--- config.mk ---
export PLATFORM = sky130hd
export DESIGN_NAME = banked_memory_map_decoder
export DESIGN_NICKNAME = d
export VERILOG_FILES = /design/src/design/bmd_pkg.sv /design/src/design/bmd_decode.sv /design/src/design/bmd_ctrl.sv /design/src/design/banked_memory_map_decoder.sv
export SDC_FILE = /design/constraint.sdc
export NUM_CORES = 1
export LEC_CHECK = 0
export ABC_CLOCK_PERIOD_IN_PS = 4900
export BUFFER_PORTS_ARGS = -buffer_cell sky130_fd_sc_hd__buf_2
export CORE_ASPECT_RATIO = 1.2
export CORE_UTILIZATION = 45
export DETAILED_ROUTE_END_ITERATION = 16
export GPL_ROUTABILITY_DRIVEN = 0
export MAX_ROUTING_LAYER = met4
export PLACE_DENSITY_LB_ADDON = 0.3
export SLEW_MARGIN = 15
export SYNTH_ARGS = -nofsm -noshare
export SYNTH_HDL_FRONTEND = slang
export SYNTH_SLANG_ARGS = --single-unit
--- constraint.sdc ---
create_clock -name clk -period 4.9 [get_ports clk]
set_input_delay 0.49 -clock clk [delete_from_list [all_inputs] [get_ports clk]]
set_output_delay 0.49 -clock clk [all_outputs]
set_load 0.01 [all_outputs]
--- src/design/bmd_pkg.sv ---
// ----------------------------------------------------------------------------
// bmd_pkg
// Shared types and constants for the banked memory map decoder.
// ----------------------------------------------------------------------------
package bmd_pkg;

  localparam int unsigned ADDR_W   = 16;
  localparam int unsigned OFFSET_W = 21;
  localparam int unsigned ROM_BANK_BITS = 14;  // 16 KiB ROM banks
  localparam int unsigned RAM_BANK_BITS = 13;  // 8 KiB ext RAM banks

  // Cartridge controller kinds
  localparam logic [1:0] CART_ROM  = 2'd0;
  localparam logic [1:0] CART_MBC1 = 2'd1;
  localparam logic [1:0] CART_MBC3 = 2'd2;

  // Controller write selects, address bits 14:13
  localparam logic [1:0] SEL_RAM_EN   = 2'd0;
  localparam logic [1:0] SEL_ROM_LOW  = 2'd1;
  localparam logic [1:0] SEL_BANK_HI  = 2'd2;
  localparam logic [1:0] SEL_MODE     = 2'd3;

  // Configuration register indexes (paddr bit 2)
  localparam logic CFG_CART_KIND = 1'b0;
  localparam logic CFG_BOOT_OVL  = 1'b1;

  // Special addresses and range limits
  localparam logic [15:0] ADDR_DMA  = 16'hFF46;
  localparam logic [15:0] ADDR_DIV  = 16'hFF04;
  localparam logic [15:0] ADDR_JOYP = 16'hFF00;
  localparam logic [15:0] WRAM_END  = 16'hFDFF;
  localparam logic [15:0] OAM_END   = 16'hFE9F;
  localparam logic [15:0] IO_END    = 16'hFF7F;
  localparam logic [7:0]  RAM_EN_KEY = 8'h0A;
  localparam logic [3:0]  VIDEO_HI  = 4'h4;

  typedef enum logic [3:0] {
    RG_BOOT  = 4'd0,
    RG_ROM   = 4'd1,
    RG_VRAM  = 4'd2,
    RG_ERAM  = 4'd3,
    RG_WRAM  = 4'd4,
    RG_OAM   = 4'd5,
    RG_JOYP  = 4'd6,
    RG_VIDEO = 4'd7,
    RG_IO    = 4'd8,
    RG_HRAM  = 4'd9,
    RG_NONE  = 4'd10,
    RG_DMA   = 4'd11
  } region_t;

  typedef struct packed {
    logic [7:0] rom_page;
    logic [1:0] ram_page;
    logic       ram_en;
    logic       bank_mode;
  } bank_state_t;

  typedef struct packed {
    region_t               region;
    logic [OFFSET_W-1:0]   offset;
    logic                  store_enable;
    logic [7:0]            store_byte;
    logic                  rom_write_error;
    logic                  ext_ram_enabled;
  } result_t;

endpackage

--- src/design/bmd_decode.sv ---
// ----------------------------------------------------------------------------
// bmd_decode
// Address decode: bus address to target region and physical offset.
// ----------------------------------------------------------------------------
module bmd_decode (
  input  logic [15:0]          address,
  input  logic [1:0]           cart_kind,
  input  logic                 boot_overlay_on,
  input  bmd_pkg::bank_state_t bank,
  output bmd_pkg::region_t     region,
  output logic [20:0]          offset
);

  always_comb begin
    region = bmd_pkg::RG_NONE;
    offset = '0;
    if (address[15:14] == 2'b00) begin
      region = (address[15:8] == 8'h00 && boot_overlay_on) ? bmd_pkg::RG_BOOT
                                                           : bmd_pkg::RG_ROM;
      offset = {5'd0, address};
    end else if (address[15:14] == 2'b01) begin
      region = bmd_pkg::RG_ROM;
      if (cart_kind != bmd_pkg::CART_ROM) begin
        // bank bit 7 falls off the 21-bit offset
        offset = {bank.rom_page[6:0], address[bmd_pkg::ROM_BANK_BITS-1:0]};
      end else begin
        offset = {5'd0, address};
      end
    end else if (address[15:13] == 3'b100) begin
      region = bmd_pkg::RG_VRAM;
      offset = {8'd0, address[12:0]};
    end else if (address[15:13] == 3'b101) begin
      region = bmd_pkg::RG_ERAM;
      offset = {6'd0, bank.ram_page, address[bmd_pkg::RAM_BANK_BITS-1:0]};
    end else if (address <= bmd_pkg::WRAM_END) begin
      // 0xC000 and the echo at 0xE000 both reduce to the low 13 bits
      region = bmd_pkg::RG_WRAM;
      offset = {8'd0, address[12:0]};
    end else if (address <= bmd_pkg::OAM_END) begin
      region = bmd_pkg::RG_OAM;
      offset = {13'd0, address[7:0]};
    end else if (address <= bmd_pkg::IO_END) begin
      if (address == bmd_pkg::ADDR_JOYP) begin
        region = bmd_pkg::RG_JOYP;
        offset = '0;
      end else if (address[7:4] == bmd_pkg::VIDEO_HI) begin
        region = bmd_pkg::RG_VIDEO;
        offset = {5'd0, address};
      end else begin
        region = bmd_pkg::RG_IO;
        offset = {5'd0, address};
      end
    end else begin
      region = bmd_pkg::RG_HRAM;
      offset = {14'd0, address[6:0]};
    end
  end

endmodule

--- src/design/bmd_ctrl.sv ---
// ----------------------------------------------------------------------------
// bmd_ctrl
// MBC1 / MBC3 bank registers and their update on ROM-area writes.
// ----------------------------------------------------------------------------
module bmd_ctrl (
  input  logic                 clk,
  input  logic                 rst_n,
  input  logic                 wr_en,       // commit a ROM-area write
  input  logic [15:0]          address,
  input  logic [7:0]           wdata,
  input  logic [1:0]           cart_kind,
  output bmd_pkg::bank_state_t bank,        // state before this item
  output logic                 ram_en_nxt,  // enable flag after this item
  output logic                 wr_err
);

  bmd_pkg::bank_state_t bank_r;
  bmd_pkg::bank_state_t bank_nxt;
  logic [4:0]           low_bank;

  always_comb begin
    bank_nxt = bank_r;
    wr_err   = 1'b0;
    low_bank = (wdata[4:0] == 5'd0) ? 5'd1 : wdata[4:0];
    case (address[14:13])
      bmd_pkg::SEL_RAM_EN: begin
        if (cart_kind == bmd_pkg::CART_ROM) begin
          wr_err = 1'b1;
        end else begin
          bank_nxt.ram_en = (wdata == bmd_pkg::RAM_EN_KEY);
        end
      end
      bmd_pkg::SEL_ROM_LOW: begin
        if (cart_kind == bmd_pkg::CART_MBC1) begin
          bank_nxt.rom_page = {bank_r.rom_page[7:6], 1'b0, low_bank};
        end else if (cart_kind == bmd_pkg::CART_MBC3) begin
          bank_nxt.rom_page = {1'b0, wdata[6:0]};
        end else begin
          wr_err = 1'b1;
        end
      end
      bmd_pkg::SEL_BANK_HI: begin
        if (cart_kind != bmd_pkg::CART_MBC1) begin
          wr_err = 1'b1;
        end else if (bank_r.bank_mode) begin
          bank_nxt.ram_page = wdata[1:0];
        end else begin
          bank_nxt.rom_page = {wdata[1:0], bank_r.rom_page[5:0]};
        end
      end
      bmd_pkg::SEL_MODE: begin
        if (cart_kind != bmd_pkg::CART_MBC1) begin
          wr_err = 1'b1;
        end else begin
          bank_nxt.bank_mode = wdata[0];
        end
      end
      default: begin
        wr_err = 1'b1;
      end
    endcase
  end

  always_ff @(posedge clk) begin
    if (!rst_n) begin
      bank_r <= '{rom_page: 8'd1, ram_page: 2'd0, ram_en: 1'b1, bank_mode: 1'b0};
    end else if (wr_en) begin
      bank_r <= bank_nxt;
    end
  end

  assign bank       = bank_r;
  assign ram_en_nxt = wr_en ? bank_nxt.ram_en : bank_r.ram_en;

endmodule

--- src/design/banked_memory_map_decoder.sv ---
// ----------------------------------------------------------------------------
// banked_memory_map_decoder
// Decodes CPU bus accesses to region and offset with MBC1 / MBC3 banking.
// ----------------------------------------------------------------------------
//
//  Channel  Ports                                Handshake
//  -------  -----------------------------------  ---------------------------
//  in       in_mode, in_address, in_wdata        in_valid / in_ready
//  out      out_region, out_offset, out_store_*, out_valid / out_ready
//           out_rom_write_error,
//           out_ext_ram_enabled
//  cfg      psel, penable, pwrite, paddr,        APB, pready tied high
//           pwdata, prdata, pready
//
//  Two register stages: an input register and a result register. An accepted
//  item moves from the input register to the result register, which presents
//  it; one item per cycle is sustained while out_ready stays high.
//  The bank registers change when an item moves from the input register to
//  the result register, so later items always see earlier updates.
//  A stall on out_ready holds the result register; the input register still
//  fills, and in_ready drops only when both stages hold an item and
//  out_ready is low.
//  Synchronous active-low reset clears both valid flags and resets the
//  bank registers (ROM bank 1, RAM bank 0, RAM enabled, mode 0) and configuration.
// ----------------------------------------------------------------------------
module banked_memory_map_decoder (
  input  logic        clk,
  input  logic        rst_n,

  input  logic        in_valid,
  output logic        in_ready,
  input  logic        in_mode,
  input  logic [15:0] in_address,
  input  logic [7:0]  in_wdata,

  output logic        out_valid,
  input  logic        out_ready,
  output logic [3:0]  out_region,
  output logic [20:0] out_offset,
  output logic        out_store_enable,
  output logic [7:0]  out_store_byte,
  output logic        out_rom_write_error,
  output logic        out_ext_ram_enabled,

  input  logic        psel,
  input  logic        penable,
  input  logic        pwrite,
  input  logic [2:0]  paddr,
  input  logic [31:0] pwdata,
  output logic [31:0] prdata,
  output logic        pready
);

  // Configuration registers
  logic [1:0] cart_kind_r;
  logic       boot_ovl_r;
  logic       cfg_wr;

  // Input register
  logic        s1_valid_r;
  logic        s1_mode_r;
  logic [15:0] s1_addr_r;
  logic [7:0]  s1_wdata_r;

  // Result register
  logic              out_valid_r;
  bmd_pkg::result_t  res_r;
  bmd_pkg::result_t  res_nxt;

  logic out_free;
  logic s1_adv;
  logic in_acc;
  logic ctrl_wr;

  bmd_pkg::bank_state_t bank;
  bmd_pkg::region_t     dec_region;
  logic [20:0]          dec_offset;
  logic                 ram_en_nxt;
  logic                 ctrl_err;

  // --- configuration port ---
  assign pready = 1'b1;
  assign cfg_wr = psel & penable & pwrite & pready;

  always_ff @(posedge clk) begin
    if (!rst_n) begin
      cart_kind_r <= bmd_pkg::CART_ROM;
      boot_ovl_r  <= 1'b1;
    end else if (cfg_wr) begin
      if (paddr[2] == bmd_pkg::CFG_CART_KIND) begin
        cart_kind_r <= pwdata[1:0];
      end else begin
        boot_ovl_r <= pwdata[0];
      end
    end
  end

  assign prdata = (paddr[2] == bmd_pkg::CFG_BOOT_OVL) ? {31'd0, boot_ovl_r}
                                                      : {30'd0, cart_kind_r};

  // --- handshake / pipeline control ---
  assign out_free = ~out_valid_r | out_ready;
  assign s1_adv   = s1_valid_r & out_free;
  assign in_ready = ~s1_valid_r | out_free;
  assign in_acc   = in_valid & in_ready;

  always_ff @(posedge clk) begin
    if (!rst_n) begin
      s1_valid_r <= 1'b0;
    end else if (in_ready) begin
      s1_valid_r <= in_valid;
    end
  end

  always_ff @(posedge clk) begin
    if (in_acc) begin
      s1_mode_r  <= in_mode;
      s1_addr_r  <= in_address;
      s1_wdata_r <= in_wdata;
    end
  end

  // Bank registers move only on a committed write below 0x8000
  assign ctrl_wr = s1_adv & s1_mode_r & ~s1_addr_r[15];

  bmd_ctrl u_ctrl (
    .clk        (clk),
    .rst_n      (rst_n),
    .wr_en      (ctrl_wr),
    .address    (s1_addr_r),
    .wdata      (s1_wdata_r),
    .cart_kind  (cart_kind_r),
    .bank       (bank),
    .ram_en_nxt (ram_en_nxt),
    .wr_err     (ctrl_err)
  );

  bmd_decode u_decode (
    .address         (s1_addr_r),
    .cart_kind       (cart_kind_r),
    .boot_overlay_on (boot_ovl_r),
    .bank            (bank),
    .region          (dec_region),
    .offset          (dec_offset)
  );

  // --- result assembly ---
  always_comb begin
    res_nxt.region          = bmd_pkg::RG_NONE;
    res_nxt.offset          = '0;
    res_nxt.store_enable    = 1'b0;
    res_nxt.store_byte      = '0;
    res_nxt.rom_write_error = 1'b0;
    res_nxt.ext_ram_enabled = ram_en_nxt;
    if (!s1_mode_r) begin
      // read
      res_nxt.region = dec_region;
      res_nxt.offset = dec_offset;
    end else if (!s1_addr_r[15]) begin
      // controller write, no target region
      res_nxt.rom_write_error = ctrl_err;
    end else if (s1_addr_r == bmd_pkg::ADDR_DMA) begin
      // DMA start: source page in the offset
      res_nxt.region = bmd_pkg::RG_DMA;
      res_nxt.offset = {5'd0, s1_wdata_r, 8'd0};
    end else begin
      res_nxt.region       = dec_region;
      res_nxt.offset       = dec_offset;
      res_nxt.store_enable = 1'b1;
      // divider write always clears it
      res_nxt.store_byte   = (s1_addr_r == bmd_pkg::ADDR_DIV) ? 8'd0 : s1_wdata_r;
    end
  end

  always_ff @(posedge clk) begin
    if (!rst_n) begin
      out_valid_r <= 1'b0;
    end else if (out_free) begin
      out_valid_r <= s1_valid_r;
    end
  end

  always_ff @(posedge clk) begin
    if (s1_adv) begin
      res_r <= res_nxt;
    end
  end

  assign out_valid           = out_valid_r;
  assign out_region          = res_r.region;
  assign out_offset          = res_r.offset;
  assign out_store_enable    = res_r.store_enable;
  assign out_store_byte      = res_r.store_byte;
  assign out_rom_write_error = res_r.rom_write_error;
  assign out_ext_ram_enabled = res_r.ext_ram_enabled;

`ifndef SYNTH
  // Backpressure only when both stages hold an item
  a_ready_full: assert property (@(posedge clk) disable iff (!rst_n)
    !in_ready |-> (s1_valid_r && out_valid_r && !out_ready))
    else $error("in_ready low with a free stage");

  // A flagged ROM write never targets a region
  a_err_none: assert property (@(posedge clk) disable iff (!rst_n)
    (out_valid && out_rom_write_error) |->
      (out_region == bmd_pkg::RG_NONE && !out_store_enable))
    else $error("ROM write error with a target region");

  // DMA start carries a page-aligned source and no store
  a_dma_page: assert property (@(posedge clk) disable iff (!rst_n)
    (out_valid && out_region == bmd_pkg::RG_DMA) |->
      (out_offset[7:0] == 8'd0 && !out_store_enable && out_offset[20:16] == 5'd0))
    else $error("malformed DMA start");

  // Bank registers only move when an item leaves the input register
  a_bank_hold: assert property (@(posedge clk) disable iff (!rst_n)
    !ctrl_wr |=> $stable(bank))
    else $error("bank registers changed without a controller write");

  // Stores never come from the no-target region or a DMA start
  a_store_region: assert property (@(posedge clk) disable iff (!rst_n)
    (out_valid && out_store_enable) |->
      (out_region != bmd_pkg::RG_NONE && out_region != bmd_pkg::RG_DMA))
    else $error("store without a target region");
`endif

endmodule

# Word-level counts from Yosys, hierarchy flattened
# Index checks and enable logic that the tools add are counted.
[totals] ff_bits=77 in_bits=67 word_cells=113 output_inout_bits=71
[classes] n_eq_ne=18 reduce_logical=19 magnitude_cmp=3 n_bitwise=15 n_mux=40
[ops] operator="21-bit two-way mux" n=7
[ops] operator="25-bit two-way mux" n=2
[ops] operator="16-bit equality test, second input constant" n=3
[ops] operator="16-bit <= comparator, second input constant" n=3
[ops] operator="4-bit two-way mux" n=9
[ops] operator="34-bit two-way mux" n=1
[ops] operator="16-bit two-way mux" n=2
[ops] operator="7-bit two-way mux" n=3
[ops] operator="9-bit two-way mux" n=2
[ops] operator="7-bit case mux with 2 select lines" n=1
[ops] operator="8-bit by 4-bit equality test with 1-bit output, second input constant" n=1
[ops] operator="8-bit logical NOT" n=1
[ops] operator="1-bit two-way mux" n=8
[ops] operator="8-bit two-way mux" n=1
[ops] operator="4-bit AND reduction" n=2
[ops] operator="1-bit inverter" n=7
[ops] operator="1-bit bitwise AND" n=6
[ops] operator="2-bit by 1-bit equality test with 1-bit output, second input constant" n=3
[ops] operator="2-bit equality test, second input constant" n=3
[ops] operator="3-bit equality test, second input constant" n=2
[ops] operator="2-bit logical NOT" n=3
[ops] operator="2-bit inequality test, second input constant" n=3
[ops] operator="2-bit AND reduction" n=3
[ops] operator="6-bit AND reduction" n=1
[ops] operator="12 further kinds" n=18

# Logic depth before layout (Yosys ltp)
# Gate-level depths: netlist of run 1.
[depth] depth_word=13 depth_mapped=8 ltp_nobuf=7

# Cells and area by module
# Synthesis of run 1 repeated with hierarchy kept, for this count alone.
[hier_totals] cells_unflattened=305 hier_area_um2=3728.6
[by_module_without_submodules] module="banked_memory_map_decoder" cells_each=186 instances=1 area_per_inst_um2=2750.1 seq_area_each_um2=1931.9
[by_module_without_submodules] module="bmd_ctrl" cells_each=66 instances=1 area_per_inst_um2=634.4 seq_area_each_um2=240.2
[by_module_without_submodules] module="bmd_decode" cells_each=53 instances=1 area_per_inst_um2=344.1 seq_area_each_um2=0.0

# Worst setup path after synthesis of run 1
# No wires, ideal clock.
[synth_path] path_kind="input port to flip-flop" startpoint="input port out_ready" endpoint="register res_r (netlist bit out_ext_ram_enabled) (enable)" setup_ps=433 path_slack_ps=2252 cell_stages=2 path_buffers=0 arrival_time_ps=2214 t_required_ps=4467 path_cell_list="nor2b_1 nor2b_1"
[synth_between] elab_chain_len=2
[synth_lines] element="start, declared" line_no="banked_memory_map_decoder.sv:37" text="input logic out_ready,"
[synth_lines] element="1-bit OR" line_no="banked_memory_map_decoder.sv:102" text="assign out_free = ~out_valid_r | out_ready;"
[synth_lines] element="1-bit bitwise AND" line_no="banked_memory_map_decoder.sv:103" text="assign s1_adv = s1_valid_r & out_free;"
[synth_lines] element="net s1_adv" line_no="banked_memory_map_decoder.sv:71" text="logic s1_adv;"
[synth_lines] element="end signal, assigned" line_no="banked_memory_map_decoder.sv:185" text="res_r <= res_nxt;"
[synth_lines] element="end, declared" line_no="banked_memory_map_decoder.sv:67" text="bmd_pkg::result_t res_r;"
# The timed path passes the listed nets, and every way through them passes these cells.
# A chain may end at the register's enable or synchronous reset.

==> results by group, run 1 <==
Critical path
  • Delay of the slowest cell on the worst path: 0.53 ns
  • Crit Path Class: reg2reg
  • FF-to-FF End: out_offset[13]
  • Reg2reg path depth: 6
  • Critical Path Source Type: register
  • Cell-by-cell trace of the critical path: inv_1 > ha_1 > nor4_2 > nand3_1 > o2111a_1 > o21ai_1
  • Critical path required time: 5.10 ns
  • Highest-delay cell along the critical path: sky130_fd_sc_hd__nor4_2
  • Worst reg2reg path startpoint: s1_addr_r[14]
  • Maximum net fanout on the critical path: 11
  • Reg2reg setup slack: 2.63 ns
  • Crit. End Element: register
  • Endpoint arrival time on the critical path: approximately 2.5 ns
  • Delay-heaviest family, CP: simple AND/OR/NAND/NOR gates
  • Critical path buffers and inverters: 1

Clock tree
  • Clock Root Buffer: sky130_fd_sc_hd__clkbuf_8
  • Gates resized, CTS repair: 0
  • Buffer depth of the longest clock path: 2
  • TritonCTS clock tree: yes
  • Clock transition time at the flip-flop clock pins of the worst setup and hold paths: about 0.08 ns
  • Quantity of hold-fixing buffers added after cts: 0
  • Clk_lat worst skew: between 0.3 and 0.4 ns
  • Sink Count: 77
  • Post-CTS repair timing setup buffer count: 0
  • CTS H-tree lvls: 3
  • TritonCTS buffer count: 9

Layout
  • Leading cell type in the layout, fill and taps excluded: sky130_fd_sc_hd__buf_2
  • Most used cells in the layout excluding fill and tap cells: sky130_fd_sc_hd__buf_2 (74), sky130_fd_sc_hd__edfxtp_1 (61), sky130_fd_sc_hd__conb_1 (31)
  • Final nets: 450
  • Share of cells above drive strength 1: 0.2658
  • Sequential cell area in the final layout: 2152 µm²
  • Fillcell total: just under 700
  • Combined area of the multi-input logic cells: 1270 µm²
  • Synth-to-layout area growth: 14.94%
  • Total inserted antenna cells: 0

STA
  • Final setup viols: 0
  • Sum of negative setup slack: 0 ns
  • Post-Route Skew: 0.008800 ns
  • Pin slew with the least headroom to its limit: about 1.1 ns
  • Number of pins exceeding their max-slew limit in the final report: 0
  • Setup repair after global routing missed its margin: no
  • Headroom to the max-slew limit: 0.2531
  • Min Clock Period, post-route: about 2.3 ns
  • Endpoints failing hold: 0
  • Post-layout worst setup margin: 2.628 ns
  • Max Fclk: 0.4401 GHz
  • Period utilization: 0.4637

Synthesis
  • Syn Inst Count: 298
  • Mapped Avg Cell Area: around 12 µm²
  • Yosys warning total: 0
  • Post-synthesis sequential area ratio: 0.5964
  • Cell area after technology mapping: 3608 µm²
  • Flops & latches, synth: 77
  • FFs w/ async S/R, synth: 0
  • Synth cell types: 56
  • Number of enable flip-flop cells after synthesis: 61
  • Primary FF master, synth: sky130_fd_sc_hd__edfxtp_1

Placed design
  • Post-detailed-placement half-perimeter wirelength: 4853 µm
  • I/O Buffers: 74
  • Worst slack at placement: 2.650 ns

Floorplan
  • Die Height: ~100 µm
  • Core Region: 7707 µm²
  • Initial cell density of the core: 0.4682
  • Floorplan die area: 8382 µm²
  • Standard-cell rows: 35
  • Die Width: 83.75 µm
  • Total I/O pin count: 138

Power
  • Peak VDD IR: 153.9 µV
  • Pwr Density: 323.5 nW/µm²
  • Static power due to leakage: between 1.5 and 2 nW

Route
  • Number of design-rule violations left by the first detailed-router iteration: around 120
  • Overall via count from detail_route: 2349
  • Routed wirelength normalized by instance count: between 10 and 15 µm
  • Detailed Routing Iterations Pass 1: 4
  • Count of unresolved DRC violations after routing: 0
  • DR vias/cell: around 5
  • Number of nets with antenna violations after detailed routing: 0
  • Total wirelength of the detailed-routed design: about 6600 µm

GRT
  • Vias in the first global route: 2159
  • Antenna violations before repair: 0
  • Pin count of the biggest net entering global routing: 37
  • Congestion Overflow GR: 0
  • Wire length of the first global-routing pass: about 11000 µm
  • Total Routing Usage GR: 0.1709

Min path
  • Worst min-delay path endpoint: s1_wdata_r[4]
  • Origin of the worst min-delay path: in_wdata[4]
  • Worst hold path type: in2reg
  • Cell depth of the worst min-delay path: 1

Flow run
  • Max-capacitance violation count: 0

Run status
  • Status: finished, final reports clean
## worst reg2reg max path: stages (launching register included)
cell                       delay (ns)
sky130_fd_sc_hd__edfxtp_1        0.50
sky130_fd_sc_hd__inv_1           0.16
sky130_fd_sc_hd__ha_1            0.37
sky130_fd_sc_hd__nor4_2          0.53
sky130_fd_sc_hd__nand3_1         0.22
sky130_fd_sc_hd__o2111a_1        0.20
sky130_fd_sc_hd__o21ai_1         0.15
## metrics by stage
step	power (mW)	cell area (µm²)	hold slack (ns)	util	instances
3_5_place_dp	0.8848	3948	0.4487	0.5122	456
5_1_grt	1.399	4148	0.2856	0.5381	472
2_1_floorplan	0.8563	3717	0.4273	-	327
3_3_place_gp	0.8820	3948	0.4391	0.5122	456
6_report	1.342	4148	0.2998	0.5381	472
4_1_cts	1.357	4148	0.2879	0.5381	472
## registers in the layout (all words and copies together) (netlist names)
name / flops
out_valid: 1
cart_kind_r: 2
s1_valid_r: 1
s1_addr_r: 16
s1_wdata_r: 8
out_store_byte: 8
boot_ovl_r: 1
out_ext_ram_enabled: 1
out_rom_write_error: 1
out_store_enable: 1
out_offset: 21
s1_mode_r: 1
out_region: 4
u_ctrl.bank: 11
## synth_stat cells (4+ instances only)
cell type                  count  area (µm²)
sky130_fd_sc_hd__inv_1         7       26.28
sky130_fd_sc_hd__clkbuf_1      4       15.01
sky130_fd_sc_hd__nand3_1       5       25.02
sky130_fd_sc_hd__edfxtp_1     61        1832
sky130_fd_sc_hd__o21ai_0      10       50.05
sky130_fd_sc_hd__nor4_1        4       25.02
sky130_fd_sc_hd__mux2i_1      13       130.1
sky130_fd_sc_hd__nand2_1      22       82.58
sky130_fd_sc_hd__and2_1       21       131.4
sky130_fd_sc_hd__a21oi_1       8       40.04
sky130_fd_sc_hd__buf_4        32       240.2
sky130_fd_sc_hd__ha_1          8       100.1
sky130_fd_sc_hd__nor2_1       28       105.1
sky130_fd_sc_hd__dfxtp_1      16       320.3
## cell families after synthesis
group	synth area share
AND/OR/NAND/NOR	0.1786
flip-flops	0.5964
buffers and inverters	0.08253
AO/OA/AOI/OAI	0.07109
multiplexers	0.03918
adder cells (fa/ha/maj)	0.02774
other	0.002081
XOR/XNOR	0.002428
## layer usage
| metal | wire [µm] | part of all wire | track usage |
|---|---|---|---|
| met5 | 0 | 0 | - |
| met2 | 3126 | 0.48 | 0.2614 |
| met1 | 2811 | 0.43 | 0.2124 |
| met4 | 135 | 0.021 | 0.09648 |
| met3 | 496 | 0.075 | 0.03618 |
## cell type report
type / instances / share of cell area
repair buffers: 75 / 0.09110
inverters: 8 / 0.007843
clock inverters: 7 / 0.01840
multi-input cells: 204 / 0.3062
flip-flops and latches: 77 / 0.5189
clock buffers: 9 / 0.02986
well taps: 92 / 0.02775
## power breakdown
group	internal, mW	total, mW	switching [mW]
clock network	0.236	0.472	0.236
logic	0.0418	0.109	0.0671
registers	0.738	0.761	0.0229
## how the worst max path moves through the flow
stage	startpoint	to	slack [ns]	cells past startpoint
2_1_floorplan	out_ready	out_ext_ram_enabled	2.25	2
3_3_place_gp	s1_addr_r[15]	out_offset[7]	2.67	5
3_5_place_dp	s1_addr_r[15]	out_offset[7]	2.65	5
4_1_cts	s1_addr_r[15]	out_offset[7]	2.64	5
5_1_grt	s1_addr_r[14]	out_offset[13]	2.45	7
6_report	s1_addr_r[14]	out_offset[13]	2.63	6
Power figures use the tool's default switching activity.
==> run 2, diff against run 1 <==
--- a/config.mk
+++ b/config.mk
@@ -5,7 +5,8 @@
 export SDC_FILE = /design/constraint.sdc
 export NUM_CORES = 1
 export LEC_CHECK = 0
-export ABC_CLOCK_PERIOD_IN_PS = 4900
+export ABC_AREA = 1
+export ABC_CLOCK_PERIOD_IN_PS = 2200
 export BUFFER_PORTS_ARGS = -buffer_cell sky130_fd_sc_hd__buf_2
 export CORE_ASPECT_RATIO = 1.2
 export CORE_UTILIZATION = 45
==> constraint.sdc (replaced) <==
create_clock -name clk -period 2.2 [get_ports clk]
set_input_delay 0.22 -clock clk [delete_from_list [all_inputs] [get_ports clk]]
set_output_delay 0.22 -clock clk [all_outputs]
set_load 0.01 [all_outputs]
==> run 2 against run 1 <==
- design area barely moved
- die area down 1.1%
- critical path depth up 4
- power is 130% higher
- synthesized area shrank 1.1%
- core utilization increased by 0.36 points
- final cell count increased by 12%
- flip-flop and latch count is the same
- critical path type unchanged
- largest cell class unchanged
==> results by group, run 2 <==
Run status
  • Status: finished, final reports clean

Critical path
  • Maximum net fanout on the critical path: 6 (-5)
  • Crit Path Class: reg2reg
  • Endpoint arrival time on the critical path: 2.01 ns (-0.47 ns)
  • Critical path buffers and inverters: 3 (+2)
  • Reg2reg path depth: 10 (+4)
  • Delay-heaviest family, CP: flip-flops
  • Critical path required time: 2.29 ns (-2.81 ns)
  • Crit. End Element: register
  • Delay of the slowest cell on the worst path: 0.47 ns (-0.06 ns)
  • Worst reg2reg path startpoint: s1_addr_r[14]
  • FF-to-FF End: out_offset[10]
  • Highest-delay cell along the critical path: sky130_fd_sc_hd__edfxtp_1
  • Cell-by-cell trace of the critical path: inv_1 > ha_1 > nor2_1 > inv_1 > nor2_1 > inv_1 > nor2_1 > a21oi_2 > nand2_1 > o21ai_0
  • Critical Path Source Type: register
  • Reg2reg setup slack: 0.29 ns (-2.34 ns)

Layout
  • Share of cells above drive strength 1: 0.2621 (-0.003721)
  • Max reg flops: 21 (unchanged)
  • Final nets: 505 (+12%)
  • Fin util: 0.5417 (+0.003565)
  • Total inserted antenna cells: 0 (unchanged)
  • Synth-to-layout area growth: 16.34%
  • Leading cell type in the layout, fill and taps excluded: sky130_fd_sc_hd__buf_2
  • Most used cells in the layout excluding fill and tap cells: sky130_fd_sc_hd__buf_2 (74), sky130_fd_sc_hd__edfxtp_1 (61), sky130_fd_sc_hd__nand2_1 (51)
  • Final Instance Area: 4151 µm² (about the same)

Synthesis
  • Synthesized-area fraction occupied by ao, oa, aoi and oai cells: 0.08170 (+0.01062)
  • Yosys warning total: 0 (unchanged)
  • Simple logic cell fraction of the synthesized area: 0.1648 (-0.01377)
  • Multiplexer area fraction after synthesis: 0 (-0.03918)
  • Post-synthesis sequential area ratio: 0.6031 (+0.006692)
  • Combinational family with the most area after synthesis: simple AND/OR/NAND/NOR gates
  • Syn Inst Count: 347 (+16%)
  • FFs w/ async S/R, synth: 0 (unchanged)
  • Primary FF master, synth: sky130_fd_sc_hd__edfxtp_1
  • Cell area after technology mapping: 3568 µm² (-1.1%)
  • Post-synthesis xor/xnor area fraction: 0 (-0.002427)
  • Area share of the largest cell type after synthesis: 0.5133 (+0.005696)
  • Leading post-synthesis cells by cell area: sky130_fd_sc_hd__edfxtp_1 (51%), sky130_fd_sc_hd__dfxtp_1 (9.0%), sky130_fd_sc_hd__buf_4 (6.5%), sky130_fd_sc_hd__nand2_1 (5.4%), sky130_fd_sc_hd__inv_1 (4.6%)
  • Most common cell in the synthesized netlist: sky130_fd_sc_hd__edfxtp_1
  • List of most frequent post-synthesis cells: sky130_fd_sc_hd__edfxtp_1 (61), sky130_fd_sc_hd__nand2_1 (51), sky130_fd_sc_hd__inv_1 (44), sky130_fd_sc_hd__nor2_1 (38), sky130_fd_sc_hd__buf_4 (31)
  • Mapped Avg Cell Area: 10.28 µm² (-15%)
  • Flops & latches, synth: 77 (unchanged)
  • Synth cell types: 36 (-36%)
  • Number of enable flip-flop cells after synthesis: 61 (unchanged)
  • Post-synth top area cell: sky130_fd_sc_hd__edfxtp_1
  • Adder-cell share of the synthesized area: 0.02805 (+0.0003112)

Route
  • Routed length on met1: 2947 µm (+4.8%)
  • Overall via count from detail_route: 2540 (+8.1%)
  • DR vias/cell: 4.820 (-3.2%)
  • Routed wirelength normalized by instance count: 13.17 µm (-5.4%)
  • Total wirelength of the detailed-routed design: 6941 µm (+5.6%)
  • Number of design-rule violations left by the first detailed-router iteration: 147 (+27%)
  • Number of nets with antenna violations after detailed routing: 0 (unchanged)
  • Met3 wire len: 490 µm (-1.2%)
  • Highest metal layer with signal wires: met4
  • Count of unresolved DRC violations after routing: 0 (unchanged)
  • Length of routed met2 wiring: 3368 µm (+7.7%)
  • Detailed Routing Iterations Pass 1: 4 (unchanged)

Min path
  • Worst hold path type: in2reg
  • Worst min-delay path endpoint: s1_wdata_r[6]
  • Origin of the worst min-delay path: in_wdata[6]
  • Cell depth of the worst min-delay path: 1 (unchanged)

STA
  • Period utilization: 0.8698 (+0.4062)
  • Min Clock Period, post-route: 1.914 ns (-0.3584 ns)
  • Post-layout worst setup margin: 0.2863 ns (-2.342 ns)
  • Setup repair after global routing missed its margin: no
  • Sum of negative setup slack: 0 ns (unchanged)
  • Max Fclk: 0.5226 GHz (+19%)
  • Number of pins exceeding their max-slew limit in the final report: 0 (unchanged)
  • Final setup viols: 0 (unchanged)
  • Endpoints failing hold: 0 (unchanged)
  • Post-Route Skew: 0.01014 ns (+0.001343 ns)

Clock tree
  • Post-CTS repair timing setup buffer count: 0 (unchanged)
  • Quantity of hold-fixing buffers added after cts: 0 (unchanged)
  • Gates resized, CTS repair: 0 (unchanged)
  • TritonCTS clock tree: yes
  • TritonCTS buffer count: 9 (unchanged)
  • CTS H-tree lvls: 3 (unchanged)
  • Clk_lat worst skew: 0.35 ns (about the same)
  • Clock Root Buffer: sky130_fd_sc_hd__clkbuf_8
  • Buffer depth of the longest clock path: 2 (unchanged)
  • Clock transition time at the flip-flop clock pins of the worst setup and hold paths: 0.08 ns (about the same)
  • Sink Count: 77 (unchanged)

Floorplan
  • Total I/O pin count: 138 (unchanged)
  • Die Height: 99.55 µm (-0.54%)
  • Die Width: 83.29 µm (-0.54%)
  • Floorplan die area: 8292 µm² (-1.1%)
  • Core Region: 7664 µm² (-0.57%)
  • Initial cell density of the core: 0.4656 (-0.002549)
  • Standard-cell rows: 35 (unchanged)

Power
  • Peak VDD IR: 434.7 µV (+180%)
  • Pwr Total: 3.108 mW (+130%)
  • Pwr Density: 748.7 nW/µm² (+130%)
  • Static power due to leakage: 1.839 nW (+5.5%)

Placed design
  • Post-DP Area: 3930 µm² (-0.44%)
  • Worst slack at placement: 0.3028 ns (-2.347 ns)
  • Post-detailed-placement half-perimeter wirelength: 5125 µm (+5.6%)
  • I/O Buffers: 74 (unchanged)

GRT
  • Antenna violations before repair: 0 (unchanged)
  • Congestion Overflow GR: 0 (unchanged)
  • Total Routing Usage GR: 0.1780 (+0.007029)
  • Pin count of the biggest net entering global routing: 37 (unchanged)
  • Vias in the first global route: 2329 (+7.9%)
  • Wire length of the first global-routing pass: 10970 µm (+4.1%)

Flow run
  • Max-capacitance violation count: 0 (unchanged)
## run 2: cell types whose count changed after synthesis, moves of 6 or more
cell                      before  now
sky130_fd_sc_hd__nand2_1      22   51
sky130_fd_sc_hd__mux2i_1      13    0
sky130_fd_sc_hd__a21oi_1       8   22
sky130_fd_sc_hd__nor2_1       28   38
sky130_fd_sc_hd__o21ai_0      10   17
sky130_fd_sc_hd__nand3_1       5   11
sky130_fd_sc_hd__and2_1       21    0
sky130_fd_sc_hd__inv_1         7   44
## run 2: worst max path at each step
stage / from / to / slack [ns] / depth (start not counted)
CTS: s1_addr_r[14] / out_offset[10] / 0.29 / 10
floorplan: out_valid / out_ext_ram_enabled / 0.58 / 3
global route: s1_addr_r[13] / out_offset[10] / 0.16 / 10
finish: s1_addr_r[14] / out_offset[10] / 0.29 / 10
global placement: s1_addr_r[13] / out_offset[12] / 0.34 / 10
detailed placement: s1_addr_r[13] / out_offset[10] / 0.30 / 10
## run 2: layout make-up
cell class | count | area (µm²)
well taps | 92 | 115.1
inverters | 48 | 181.4
multi-input cells | 218 | 1096
fillers | 697 | 3512
clock buffers | 9 | 123.9
repair buffers | 76 | 385.4
clock inverters | 7 | 97.59
flip-flops and latches | 77 | 2152
## run 2: kinds of logic after synthesis
| family | count (synthesis) |
|---|---|
| adder cells (fa/ha/maj) | 8 |
| buffers and inverters | 81 |
| AND/OR/NAND/NOR | 127 |
| AO/OA/AOI/OAI | 52 |
| flip-flops | 77 |
| other | 2 |
## run 2: metal layers
layer / global-route usage / vias to the layer above
met4: 0.07692 / 0
met5: - / -
met3: 0.03900 / 10
met2: 0.2907 / 104
li1: - / 1268
met1: 0.2133 / 1158
## run 2: report_power, final
group          internal (mW)  total, mW  switching, mW
combinational         0.0853      0.261          0.176
sequential              1.64       1.68         0.0362
clock                  0.642       1.17          0.525
total                   2.37       3.11          0.737
## run 2: stage by stage
stage                     hold WS, ns  std cells
after detailed placement       0.3981        511
after floorplan                0.3189        376
after CTS                     0.03006        527
final                         0.04165        527
after global placement         0.3967        511
after global routing          0.02227        527
==> run 3, diff against run 2 <==
--- a/config.mk
+++ b/config.mk
@@ -6,15 +6,17 @@
 export NUM_CORES = 1
 export LEC_CHECK = 0
 export ABC_AREA = 1
-export ABC_CLOCK_PERIOD_IN_PS = 2200
+export ABC_CLOCK_PERIOD_IN_PS = 1900
 export BUFFER_PORTS_ARGS = -buffer_cell sky130_fd_sc_hd__buf_2
 export CORE_ASPECT_RATIO = 1.2
 export CORE_UTILIZATION = 45
 export DETAILED_ROUTE_END_ITERATION = 16
 export GPL_ROUTABILITY_DRIVEN = 0
+export HOLD_SLACK_MARGIN = 0.12
 export MAX_ROUTING_LAYER = met4
 export PLACE_DENSITY_LB_ADDON = 0.3
 export SLEW_MARGIN = 15
 export SYNTH_ARGS = -nofsm -noshare
 export SYNTH_HDL_FRONTEND = slang
+export SYNTH_HIERARCHICAL = 1
 export SYNTH_SLANG_ARGS = --single-unit
==> constraint.sdc (replaced) <==
create_clock -name clk -period 1.9 [get_ports clk]
set_input_delay 0.19 -clock clk [delete_from_list [all_inputs] [get_ports clk]]
set_output_delay 0.19 -clock clk [all_outputs]
set_load 0.01 [all_outputs]
==> run 3 against run 2 <==
- clock power up 4%
- critical endpoint is now out_offset[10]
- fmax up 15%
- wire length up 5.8%
- register-to-register slack worse by 0.04 ns
- count of clock-buffer cells in the layout unchanged
- design area up 13%
- final cell count up 21%
- global-route usage up 0.40 points
- synthesized cell count up 18%
- via count up 12%
==> results by group, run 3 <==
STA
  • Max Fclk: 0.6032 GHz (+15%)
  • Period utilization: 0.8726 (+0.002721)
  • Endpoints failing hold: 0 (unchanged)
  • Hold_ws: 0.1384 ns (+0.09672 ns)
  • Final setup viols: 0 (unchanged)
  • Min Clock Period, post-route: 1.658 ns (-0.2558 ns)
  • Post-layout worst setup margin: 0.2421 ns (-0.04422 ns)
  • Post-Route Skew: 0.01004 ns (-0.0001033 ns)
  • Number of pins exceeding their max-slew limit in the final report: 0 (unchanged)
  • Setup repair after global routing missed its margin: no
  • Sum of negative setup slack: 0 ns (unchanged)

Placed design
  • Post-detailed-placement half-perimeter wirelength: 5218 µm (+1.8%)
  • I/O Buffers: 74 (unchanged)
  • Worst slack at placement: 0.2057 ns (-0.09716 ns)

Critical path
  • Reg2reg path depth: 9 (-1)
  • Highest-delay cell along the critical path: sky130_fd_sc_hd__edfxtp_1
  • Crit. End Element: register
  • Maximum net fanout on the critical path: 7 (+1)
  • Endpoint arrival time on the critical path: 1.89 ns (-0.12 ns)
  • Delay-heaviest family, CP: simple AND/OR/NAND/NOR gates
  • Total stage count of the critical path: 9 (-1)
  • Crit Path Class: reg2reg
  • Critical Path Source Type: register
  • Cell-by-cell trace of the critical path: nand2_1 > nor2_4 > nand2_2 > clkinv_1 > nand2_2 > nand3_4 > a21oi_1 > nand3_1 > nand2_1
  • Delay of the slowest cell on the worst path: 0.48 ns (about the same)
  • Critical path required time: 2.13 ns (-0.16 ns)
  • Critical path buffers and inverters: 1 (-2)

Synthesis
  • Syn Inst Count: 410 (+18%)
  • Mapped Avg Cell Area: 9.320 µm² (-9.4%)
  • Cell area after technology mapping: 3821 µm² (+7.1%)
  • Yosys warning total: 6 (+6)

Clock tree
  • CTS H-tree lvls: 3 (unchanged)
  • Sink Count: 77 (unchanged)
  • TritonCTS clock tree: yes
  • TritonCTS buffer count: 9 (unchanged)
  • Buffer depth of the longest clock path: 2 (unchanged)
  • Clock transition time at the flip-flop clock pins of the worst setup and hold paths: 0.08 ns (about the same)
  • Post-CTS repair timing setup buffer count: 0 (unchanged)
  • Clock Root Buffer: sky130_fd_sc_hd__clkbuf_8
  • Clk_lat worst skew: 0.36 ns (about the same)

Floorplan
  • Total I/O pin count: 138 (unchanged)
  • Die Height: 102.9 µm (+3.4%)
  • Die Width: 86.12 µm (+3.4%)
  • Initial cell density of the core: 0.4661 (+0.0004847)
  • Core Region: 8198 µm² (+7.0%)
  • Floorplan die area: 8866 µm² (+6.9%)
  • Standard-cell rows: 36 (+2.9%)

GRT
  • Wire length of the first global-routing pass: 11850 µm (+8.0%)
  • Congestion Overflow GR: 0 (unchanged)
  • Pin count of the biggest net entering global routing: 37 (unchanged)
  • Antenna violations before repair: 0 (unchanged)
  • Total Routing Usage GR: 0.1819 (+0.003980)
  • Vias in the first global route: 2586 (+11%)

Layout
  • Total inserted antenna cells: 0 (unchanged)
  • Fillcell total: 760 (+9.0%)
  • Most used cells in the layout excluding fill and tap cells: sky130_fd_sc_hd__buf_2 (74), sky130_fd_sc_hd__nor2_1 (68), sky130_fd_sc_hd__nand2_1 (63)
  • Share of cells above drive strength 1: 0.2371 (-0.02498)
  • Synth-to-layout area growth: 23.02%
  • Max reg flops: 21 (unchanged)
  • Final nets: 589 (+17%)
  • Leading cell type in the layout, fill and taps excluded: sky130_fd_sc_hd__buf_2

Route
  • Number of nets with antenna violations after detailed routing: 0 (unchanged)
  • Routed wirelength normalized by instance count: 11.53 µm (-12%)
  • Number of design-rule violations left by the first detailed-router iteration: 100 (-32%)
  • Total wirelength of the detailed-routed design: 7343 µm (+5.8%)
  • DR vias/cell: 4.473 (-7.2%)
  • Count of unresolved DRC violations after routing: 0 (unchanged)
  • Detailed Routing Iterations Pass 1: 4 (unchanged)
  • Overall via count from detail_route: 2849 (+12%)

Power
  • Static power due to leakage: 2.078 nW (+13%)
  • Pwr Density: 754.1 nW/µm² (+0.72%)
  • Peak VDD IR: 411.6 µV (-5.3%)
  • Logic gate share of total power: 0.104 (+0.020)
  • Net switching power of the design: 0.8774 mW (+19%)
  • Switching Share: 0.2475 (+0.01032)
  • Clock network fraction of total power: 0.345 (-0.030)
  • Int Power: 2.668 mW (+13%)
  • Sequential share of power: 0.551 (+0.010)

Flow run
  • Max-capacitance violation count: 0 (unchanged)

Min path
  • Worst hold path type: in2reg
  • Cell depth of the worst min-delay path: 3 (+2)

Run status
  • Status: finished, final reports clean
run 3: cell count changes in the layout (fill, tap and decap cells not counted), sizes merged, moves of 3 or more:
cell,before,now
buf,76,82
nand3,12,28
ha,8,4
nor2,43,76
inv,48,65
a21oi,23,16
dlygate4sd3,0,28
nand2,55,70
nor3,8,2
o21ai,21,18
run 3: cell type report:
type / count / area [µm²] / area share
inverters: 64 / 240.2 / 0.05110
flip-flops and latches: 77 / 2152 / 0.4578
well taps: 114 / 142.6 / 0.03034
clock buffers: 9 / 123.9 / 0.02635
multi-input cells: 256 / 1245 / 0.2648
clock inverters: 7 / 73.82 / 0.01570
repair buffers: 110 / 723.2 / 0.1538
run 3: power by group through the flow:
| stage | sequential, mW | clock (mW) | combinational (mW) |
|---|---|---|---|
| 2_1_floorplan | 2.00 | 0 | 0.228 |
| 3_3_place_gp | 1.99 | 0 | 0.317 |
| 3_5_place_dp | 1.99 | 0 | 0.325 |
| 4_1_cts | 1.95 | 1.26 | 0.369 |
| 5_1_grt | 1.96 | 1.33 | 0.416 |
| 6_report | 1.95 | 1.22 | 0.370 |
run 3: stage by stage:
| stage | instances | util | area [µm²] | power [mW] |
|---|---|---|---|---|
| after floorplan | 439 | - | 3930 | 2.232 |
| after global placement | 593 | 0.5148 | 4220 | 2.308 |
| after detailed placement | 593 | 0.5148 | 4220 | 2.317 |
| after CTS | 637 | 0.5731 | 4698 | 3.584 |
| after global routing | 637 | 0.5734 | 4701 | 3.712 |
| final | 637 | 0.5734 | 4701 | 3.545 |
run 3: worst paths after layout:
path | slack, ns | to | start
worst max-delay path | 0.24 | out_offset[10] | s1_addr_r[13]
worst min-delay path | 0.14 | cart_kind_r[1] | pwdata[1]
worst max register to register | 0.24 | out_offset[10] | s1_addr_r[13]
worst min register to register | 0.48 | u_ctrl/bank[10] | u_ctrl/bank[10]
run 3: per-layer routing:
metal,wire (µm),part of all wire,up-vias,global-route usage
met3,347,0.047,17,0.03923
li1,-,-,1469,-
met2,3451,0.47,100,0.2851
met1,3346,0.46,1263,0.2233
met4,198,0.027,0,0.09103
met5,0,0,-,-
run 3: what timing repair did:
action	in CTS	in global routing
resized for setup	0	1
setup endpoints to repair	0	3
hold buffers	28	0
endpoints found under the hold margin	29	0
run 3: worst min-delay path: cells and delay by family:
kind            cells  cell delay, ns
compound gates      2            0.19
buf+inv             1            0.07
